## config.mk

```make
export PLATFORM = sky130hd
export DESIGN_NAME = per_frame_bump_allocator
export DESIGN_NICKNAME = d
export VERILOG_FILES = /design/src/rtl/core/pfba_pkg.sv /design/src/rtl/core/per_frame_bump_allocator.sv /design/src/rtl/core/pfba_slot_file.sv /design/src/rtl/core/pfba_alloc_calc.sv
export VERILOG_INCLUDE_DIRS = /design/src /design/src/rtl/core
export SDC_FILE = /design/constraint.sdc
export NUM_CORES = 1
export LEC_CHECK = 0
export ABC_AREA = 1
export BUFFER_PORTS_ARGS = -buffer_cell sky130_fd_sc_hd__buf_2
export CAP_MARGIN = 15
export CORE_MARGIN = 2
export CORE_UTILIZATION = 40
export DETAILED_ROUTE_END_ITERATION = 8
export PLACE_DENSITY = 0.58
export SKIP_LAST_GASP = 1
export SYNTH_ARGS = -nofsm -noshare
export SYNTH_HDL_FRONTEND = slang
export SYNTH_HIERARCHICAL = 1
export SYNTH_SLANG_ARGS = --single-unit
```

## constraint.sdc

```tcl
create_clock -name clk -period 8.5 [get_ports clk]
set_input_delay 0.425 -clock clk [delete_from_list [all_inputs] [get_ports clk]]
set_output_delay 0.425 -clock clk [all_outputs]
set_load 0.05 [all_outputs]
```

## src/rtl/core/per_frame_bump_allocator_macros.svh

```systemverilog
// assertion macros shared by the per-frame bump allocator modules
// expects a clk and an active-high synchronous rst in the module that uses them
`ifndef PER_FRAME_BUMP_ALLOCATOR_MACROS_SVH
`define PER_FRAME_BUMP_ALLOCATOR_MACROS_SVH

// same-cycle implication
`define PFBA_ASSERT(label, ante, cons, msg) \
  label: assert property (@(posedge clk) disable iff (rst) (ante) |-> (cons)) else $error(msg);

// next-cycle implication
`define PFBA_ASSERT_NXT(label, ante, cons, msg) \
  label: assert property (@(posedge clk) disable iff (rst) (ante) |=> (cons)) else $error(msg);

`endif

```

## src/rtl/core/pfba_pkg.sv

```systemverilog
// shared types and constants for the per-frame bump allocator
// no dependencies
package pfba_pkg;

  localparam int DATA_W      = 32;
  localparam int KIND_W      = 2;
  localparam int SLOT_IDX_W  = 3;
  localparam int ALIGN_W     = 5;
  localparam int DEF_SLOT_COUNT = 2;

  localparam logic [DATA_W-1:0] CAP_RESET = 32'd65536;
  localparam logic [DATA_W-1:0] DATA_ONES = {DATA_W{1'b1}};

  // item kinds
  localparam logic [KIND_W-1:0] KIND_BEGIN = 2'd0;
  localparam logic [KIND_W-1:0] KIND_ALLOC = 2'd1;
  localparam logic [KIND_W-1:0] KIND_QUERY = 2'd2;

  // slot state as read for one item
  typedef struct packed {
    logic [DATA_W-1:0] cursor;
    logic [DATA_W-1:0] peak;
    logic [DATA_W-1:0] failed;
  } slot_rd_t;

  // slot state updates for one item, all at the slot on addr_a
  typedef struct packed {
    logic              act_we;
    logic              cursor_we;
    logic [DATA_W-1:0] cursor;
    logic              peak_we;
    logic [DATA_W-1:0] peak;
    logic              failed_we;
    logic [DATA_W-1:0] failed;
  } slot_wr_t;

  // one result item
  typedef struct packed {
    logic              ok;
    logic [DATA_W-1:0] offset;
    logic [DATA_W-1:0] high_water;
    logic [DATA_W-1:0] overflow_count;
  } result_t;

endpackage

```

## src/rtl/core/per_frame_bump_allocator.sv

```systemverilog
// top level of the per-frame bump allocator: handshake, item and result registers
// depends on pfba_pkg, pfba_slot_file, pfba_alloc_calc, per_frame_bump_allocator_macros.svh
//
// usage
//   s_axis carries one command per transfer: begin frame, allocate or query
//   high-water mark, kind in tuser. every command gives exactly one result
//   transfer on m_axis, in order, with ok in tuser.
//   cfg_we / cfg_wdata write the per-slot capacity in bytes; write it only
//   while no command is in flight.
// pipeline
//   a command is held in the item register, decoded and applied to the slot
//   state in one pass, and its result is loaded into the result register
//   that drives m_axis. one command per cycle sustained while m_axis_tready
//   is high; the slot state updates in the same edge that loads the result,
//   so back-to-back commands see each other's effects.
// reset
//   rst clears all cursors, high-water marks and failure counters, makes
//   slot 0 current and loads the capacity with 65536.
// stalls
//   while m_axis_tready is low the result holds; one more command may wait
//   in the item register, after that s_axis_tready drops.
`include "per_frame_bump_allocator_macros.svh"

module per_frame_bump_allocator import pfba_pkg::*; #(
  parameter int SLOT_COUNT = DEF_SLOT_COUNT
) (
  input  logic                 clk,
  input  logic                 rst,
  // command stream
  input  logic                 s_axis_tvalid,
  output logic                 s_axis_tready,
  input  logic [39:0]          s_axis_tdata,   // slot_index[2:0], size[34:3], align_log2[39:35]
  input  logic [KIND_W-1:0]    s_axis_tuser,   // kind[1:0]
  // result stream
  output logic                 m_axis_tvalid,
  input  logic                 m_axis_tready,
  output logic [95:0]          m_axis_tdata,   // offset[31:0], high_water[63:32],
                                               // overflow_count[95:64]
  output logic                 m_axis_tuser,   // ok[0]
  // capacity register
  input  logic                 cfg_we,
  input  logic [DATA_W-1:0]    cfg_wdata
);

  localparam int SLOT_W = (SLOT_COUNT > 1) ? $clog2(SLOT_COUNT) : 1;

  // capacity register
  logic [DATA_W-1:0]     capacity;

  // item register
  logic                  in_valid;
  logic [KIND_W-1:0]     in_kind;
  logic [SLOT_IDX_W-1:0] in_slot;
  logic [DATA_W-1:0]     in_size;
  logic [ALIGN_W-1:0]    in_align;

  // result register
  logic                  out_valid;
  result_t               out_res;

  logic                  out_load;
  logic                  slot_ok;
  logic [SLOT_W-1:0]     slot_idx;
  logic [SLOT_W-1:0]     active;
  logic [SLOT_W-1:0]     addr_a;
  logic [SLOT_W-1:0]     addr_b;
  logic [DATA_W-1:0]     align_mask;
  slot_rd_t              rd;
  slot_wr_t              wr;
  result_t               res;

  // item moves on whenever the result register is free or being drained
  assign out_load      = in_valid & (~out_valid | m_axis_tready);
  assign s_axis_tready = ~in_valid | out_load;

  // slot addressing: begin frame works on its own slot, everything else on the
  // current one; a query reads the high-water mark of the named slot
  assign slot_ok  = ({1'b0, in_slot} < (SLOT_IDX_W + 1)'(SLOT_COUNT));
  assign slot_idx = in_slot[SLOT_W-1:0];
  assign addr_a   = ((in_kind == KIND_BEGIN) && slot_ok) ? slot_idx : active;
  assign addr_b   = (in_kind == KIND_QUERY) ? (slot_ok ? slot_idx : '0) : addr_a;

  pfba_slot_file #(
    .SLOT_COUNT (SLOT_COUNT)
  ) u_slot_file (
    .clk    (clk),
    .rst    (rst),
    .addr_a (addr_a),
    .addr_b (addr_b),
    .wr_en  (out_load),
    .wr     (wr),
    .rd     (rd),
    .active (active)
  );

  pfba_alloc_calc u_alloc_calc (
    .kind       (in_kind),
    .slot_ok    (slot_ok),
    .size       (in_size),
    .align_log2 (in_align),
    .capacity   (capacity),
    .rd         (rd),
    .wr         (wr),
    .res        (res)
  );

  // control state
  always_ff @(posedge clk) begin
    if (rst) begin
      capacity  <= CAP_RESET;
      in_valid  <= 1'b0;
      out_valid <= 1'b0;
    end else begin
      if (cfg_we) begin
        capacity <= cfg_wdata;
      end
      if (s_axis_tready) begin
        in_valid <= s_axis_tvalid;
      end
      if (out_load) begin
        out_valid <= 1'b1;
      end else if (m_axis_tready) begin
        out_valid <= 1'b0;
      end
    end
  end

  // payload registers
  always_ff @(posedge clk) begin
    if (s_axis_tvalid && s_axis_tready) begin
      in_kind  <= s_axis_tuser;
      in_slot  <= s_axis_tdata[2:0];
      in_size  <= s_axis_tdata[34:3];
      in_align <= s_axis_tdata[39:35];
    end
    if (out_load) begin
      out_res <= res;
    end
  end

  assign m_axis_tvalid = out_valid;
  assign m_axis_tuser  = out_res.ok;
  assign m_axis_tdata  = {out_res.overflow_count, out_res.high_water, out_res.offset};

  assign align_mask = ~(DATA_ONES << in_align);

  `PFBA_ASSERT(take_while_full, s_axis_tvalid && s_axis_tready && in_valid, out_load, "item register overrun")
  `PFBA_ASSERT(offset_aligned, out_load && res.ok && (in_kind == KIND_ALLOC), (res.offset & align_mask) == '0, "misaligned offset")
  `PFBA_ASSERT(offset_fits, out_load && res.ok && (in_kind == KIND_ALLOC), res.offset <= capacity, "offset beyond capacity")

endmodule

```

## src/rtl/core/pfba_slot_file.sv

```systemverilog
// per-slot cursor, high-water and failure counter storage plus the active slot
// depends on pfba_pkg and per_frame_bump_allocator_macros.svh
`include "per_frame_bump_allocator_macros.svh"

module pfba_slot_file import pfba_pkg::*; #(
  parameter int SLOT_COUNT = DEF_SLOT_COUNT,
  localparam int SLOT_W = (SLOT_COUNT > 1) ? $clog2(SLOT_COUNT) : 1
) (
  input  logic              clk,
  input  logic              rst,
  input  logic [SLOT_W-1:0] addr_a,   // cursor, failure count, all writes
  input  logic [SLOT_W-1:0] addr_b,   // high-water read
  input  logic              wr_en,
  input  slot_wr_t          wr,
  output slot_rd_t          rd,
  output logic [SLOT_W-1:0] active
);

  logic [DATA_W-1:0] cursor [SLOT_COUNT];
  logic [DATA_W-1:0] peak   [SLOT_COUNT];
  logic [DATA_W-1:0] failed [SLOT_COUNT];

  assign rd.cursor = cursor[addr_a];
  assign rd.failed = failed[addr_a];
  assign rd.peak   = peak[addr_b];

  always_ff @(posedge clk) begin
    if (rst) begin
      active <= '0;
      for (int i = 0; i < SLOT_COUNT; i++) begin
        cursor[i] <= '0;
        peak[i]   <= '0;
        failed[i] <= '0;
      end
    end else if (wr_en) begin
      if (wr.act_we) begin
        active <= addr_a;
      end
      if (wr.cursor_we) begin
        cursor[addr_a] <= wr.cursor;
      end
      if (wr.peak_we) begin
        peak[addr_a] <= wr.peak;
      end
      if (wr.failed_we) begin
        failed[addr_a] <= wr.failed;
      end
    end
  end

  `PFBA_ASSERT(active_in_range, 1'b1, int'(active) < SLOT_COUNT, "active slot out of range")

  for (genvar gi = 0; gi < SLOT_COUNT; gi++) begin : g_chk
    `PFBA_ASSERT(cursor_below_peak, 1'b1, cursor[gi] <= peak[gi], "cursor above high-water")
    `PFBA_ASSERT_NXT(failed_monotonic, 1'b1, failed[gi] >= $past(failed[gi]), "failure count fell")
  end

endmodule

```

## src/rtl/core/pfba_alloc_calc.sv

```systemverilog
// align, fit test and state update for one item
// depends on pfba_pkg
module pfba_alloc_calc import pfba_pkg::*; (
  input  logic [KIND_W-1:0]  kind,
  input  logic               slot_ok,
  input  logic [DATA_W-1:0]  size,
  input  logic [ALIGN_W-1:0] align_log2,
  input  logic [DATA_W-1:0]  capacity,
  input  slot_rd_t           rd,
  output slot_wr_t           wr,
  output result_t            res
);

  logic              is_begin;
  logic              is_alloc;
  logic              is_query;
  logic [DATA_W-1:0] align_mask;
  logic [DATA_W:0]   aligned;
  logic [DATA_W+1:0] end_sum;
  logic              fits;
  logic              alloc_ok;
  logic              alloc_fail;
  logic [DATA_W-1:0] nc;
  logic              peak_up;
  logic              fail_inc;
  logic [DATA_W-1:0] failed_inc;

  assign is_begin = (kind == KIND_BEGIN);
  assign is_alloc = (kind == KIND_ALLOC);
  assign is_query = (kind == KIND_QUERY);

  // round up without wrap, then one add against capacity
  assign align_mask = ~(DATA_ONES << align_log2);
  assign aligned    = ({1'b0, rd.cursor} + {1'b0, align_mask}) & ~{1'b0, align_mask};
  assign end_sum    = {1'b0, aligned} + {2'b00, size};
  assign fits       = (end_sum <= {2'b00, capacity});

  assign alloc_ok   = is_alloc & fits;
  assign alloc_fail = is_alloc & ~fits;
  assign nc         = end_sum[DATA_W-1:0];
  assign peak_up    = alloc_ok & (nc > rd.peak);
  assign fail_inc   = alloc_fail & (rd.failed != DATA_ONES);
  assign failed_inc = rd.failed + 32'd1;

  always_comb begin
    wr.act_we    = is_begin & slot_ok;
    wr.cursor_we = (is_begin & slot_ok) | alloc_ok;
    wr.cursor    = is_begin ? '0 : nc;
    wr.peak_we   = peak_up;
    wr.peak      = nc;
    wr.failed_we = fail_inc;
    wr.failed    = failed_inc;

    res.ok     = alloc_ok | ((is_begin | is_query) & slot_ok);
    res.offset = alloc_ok ? aligned[DATA_W-1:0] : '0;
    if (is_query) begin
      res.high_water = slot_ok ? rd.peak : '0;
    end else begin
      res.high_water = peak_up ? nc : rd.peak;
    end
    res.overflow_count = fail_inc ? failed_inc : rd.failed;
  end

endmodule

```

==> impl_results.md <==
- Outcome: complete, no violations
- Async S/R FF share, synth: 0%
- Fin crit period: 7830 ps
- Critical Path Fanout Max: 20
- Syn avg cell area: 8.16 µm²
- Global Route met1 Usage: 30.3%
- Seq pwr share: 38.4%
- WS Path Type: register to register
- Skew-Pair Late Insertion Delay: 580 ps
- Core Area: 55100 µm²
- Buf/Inv on CP: 6
- Crit path arrival time: 8070 ps
- Largest net degree at the start of global routing: 65
- Power per cell area: 214 nW/µm²
- Yosys synthesis warning count: 6
- Total Wirelength: 62500 µm
- GPL Wtd Cong: 0.921
- Syn Std Cell Area: 22300 µm²
- Num CTS Buffers: 44
- Sequential cell area: 10600 µm²
- Diodes inserted: 0
- RSZ-0062 raised after global routing: false
- First-pass GRT wire length: 95700 µm
- Number of synthesized flops with an enable pin: 331
- Area delta synth->final: 14.7%
- WL/cell: 16.9 µm
- Initial antenna violation count: 1
- Initial core utilization: 40.4%
- Number of global-route vias before repair: 17254
- Peak VDD IR: 0.000144 V
- Largest delay contributor family on the critical path: simple AND/OR/NAND/NOR gates
- Design area: 25500 µm²
- Internal Power: 3.59 mW
- Slew Viols, Final: 0
- Cell taking the most area after synthesis: edfxtp_1
- Top post-synthesis cells by area: edfxtp_1, nand2_1, nor2_1
- Post-Place Cell Area: 24000 µm²
- Area of the multi-input gates: 9670 µm²
- Yosys cell types: 51
- Die width: 240 µm
- FF+latch count, synth: 366
- GR peak layer: met2
- H-tree depth: 2
- Vias: 18247
- Clock Path Buffers: 3
- GRT overflow: 0
- Combinational share of power: 28.3%
- Syn_nets: 2938
- Setup violators final: 0
- WP data required: 8740 ps
- Met2 usage: 35.0%
- CP max stage delay: 640 ps
- DP HPWL: 46800 µm
- Leak pwr: 12.0 nW
- Filler Cells Inserted: 5482
- Share of cells above drive strength 1: 12.9%
- Final ANT Viol Nets: 0
- I/O pin count: 178
- Crit share post-route: 92.1%
- Critical path startpoint category: register
- Clk pin slew, worst setup/hold paths: 60 ps
- Post-Syn Instances: 2729
- Fmax: 128 MHz
- Die height: 240 µm
- Switching Share: 34.4%
- CP max-delay cell: xor2_1
- Hold Vio Cnt, Final: 0
- Post-synth top flop: edfxtp_1
- Crit end category: register
- GR Util met3: 2.72%
- Clk sinks: 366
- Die area: 57600 µm²
- Starting DRC count in detailed routing: 1331
- Sequential share of the synthesized area: 47.8%
- Pre-antenna DRT Iters: 6
- Clk Tree Root Cell: clkbuf_16
- Via density: 4.93
- Clock skew after layout: 29.4 ps
- Slew margin rel.: 26.5%
- Max-cap viol count: 0
- Yosys top cell area share: 44.6%
- Critical Path Most Common Cell: nand2_1
- CTS tree: built
- Hold WC Path Type: input pin to register
- P_sw: 1.88 mW
- Nets: 3130
- Port Buffers: 177
- Number of remaining DRC errors: 0
- Row count: 86
- Total track usage: 21.5%
- Worst-margin pin slew: 1100 ps
- Clk pwr share: 33.3%
- Setup TNS: 0 ps
## power groups by stage
| stage | sequential [mW] | combinational [mW] | clock, mW |
|---|---|---|---|
| after floorplan | 2.23 | 0.962 | 0 |
| after CTS | 2.10 | 1.53 | 1.87 |
| after detailed placement | 2.14 | 1.52 | 0 |
| after global placement | 2.14 | 1.50 | 0 |
| after global routing | 2.11 | 1.73 | 1.94 |
| final | 2.10 | 1.55 | 1.82 |
## layer usage
metal	up-vias	share of wire, %
met5	-	0.021
met3	85	5.7
met2	498	45
met4	2	2.5
li1	9203	-
met1	8459	46
## Yosys cell counts (3+ instances only)
master / count
nor3_1: 23
xor2_1: 52
nand4_1: 47
inv_1: 403
buf_2: 42
xnor2_1: 15
a31oi_1: 5
o21a_1: 5
nor3_2: 25
a21oi_2: 4
nor2_2: 5
or2_1: 3
dfxtp_1: 35
nand2_1: 718
ha_1: 128
o21ai_1: 6
nand2_2: 12
buf_1: 3
o21bai_1: 13
nand3_2: 4
a21oi_1: 100
buf_6: 9
clkbuf_2: 4
a211oi_1: 3
or2_2: 3
o21ai_2: 15
a21boi_0: 4
nand3_1: 86
nor4_1: 7
buf_4: 5
a21o_1: 10
inv_2: 7
clkbuf_1: 20
nor2_1: 456
edfxtp_1: 331
o21ai_0: 100
## placed cells by master (no fill, tap or decap), types with 5 or more instances in the layout
master         netlist  layout
a21o_1              10      10
a21oi_1            100      98
a21oi_2              4       5
a31oi_1              5       5
buf_2               42     177
buf_4                5      38
clkbuf_1            20       7
clkbuf_16            0      46
clkinv_1             0       5
clkinv_2             0      10
dfxtp_1             35      35
dlygate4sd3_1        0       8
edfxtp_1           331     331
ha_1               128     128
inv_1              403     401
inv_2                7       9
nand2_1            718     718
nand2_2             12      12
nand3_1             86      86
nand4_1             47      47
nor2_1             456     455
nor2_2               5       6
nor3_1              23      23
nor3_2              25      25
nor4_1               7       7
o21a_1               5       5
o21ai_0            100     100
o21ai_1              6       6
o21ai_2             15      15
o21bai_1            13      13
xnor2_1             15      15
xor2_1              52      50
## through the flow
stage	std cells	setup slack (ps)	utilization, %	hold WS, ps	power (mW)
final	3704	673	46.4	33.8	5.47
after global routing	3704	4.41	46.4	10.7	5.77
after CTS	3701	335	46.3	2.06	5.51
after detailed placement	3612	386	43.5	458	3.66
after global placement	3612	475	43.5	454	3.63
after floorplan	2729	577	-	429	3.19
## worst paths after layout
check | from | endpoint | slack, ps | cells after the start
max | in_kind[1] | u_slot_file/peak[1][26] | 670 | 48
max reg2reg | in_kind[1] | u_slot_file/peak[1][26] | 670 | 48
min | s_axis_tdata[3] | in_size[0] | 30 | 1
min reg2reg | capacity[16] | capacity[16] | 470 | 2
## layout make-up
type	instances	area share, %
Sequential cell	366	41.7
Multi-Input combinational cell	1870	37.9
Inverter	411	6.05
Timing Repair Buffer	228	5.21
Clock buffer	55	4.72
Tap cell	748	3.66
Clock inverter	26	0.823
## kinds of logic (layout without fill, tap and decap cells)
group                    Yosys count  count (layout)  synth area share [%]
AO/OA/AOI/OAI                    271             271                  6.96
XOR/XNOR                          67              67                  2.64
AND/OR/NAND/NOR                 1401            1402                  26.3
adder cells (fa/ha/maj)          130             130                  7.37
flip-flops                       366             366                  47.8
buffers and inverters            494             720                  8.98
## sequential cells by signal, indices dropped and copies added, names as in the netlist
register,flops
u_slot_file/peak,64
m_axis_tuser,1
m_axis_tvalid,1
m_axis_tdata,96
capacity,32
in_align,5
u_slot_file/cursor,64
u_slot_file/active,1
in_slot,3
in_valid,1
in_size,32
u_slot_file/failed,64
in_kind,2
## what timing repair did
item	CTS	global route
setup endpoints to repair	0	440
hold endpoints to repair	8	0
resized for setup	0	8
setup buffers	0	2
hold buffers	8	0
(Power assumes the default switching activity.)
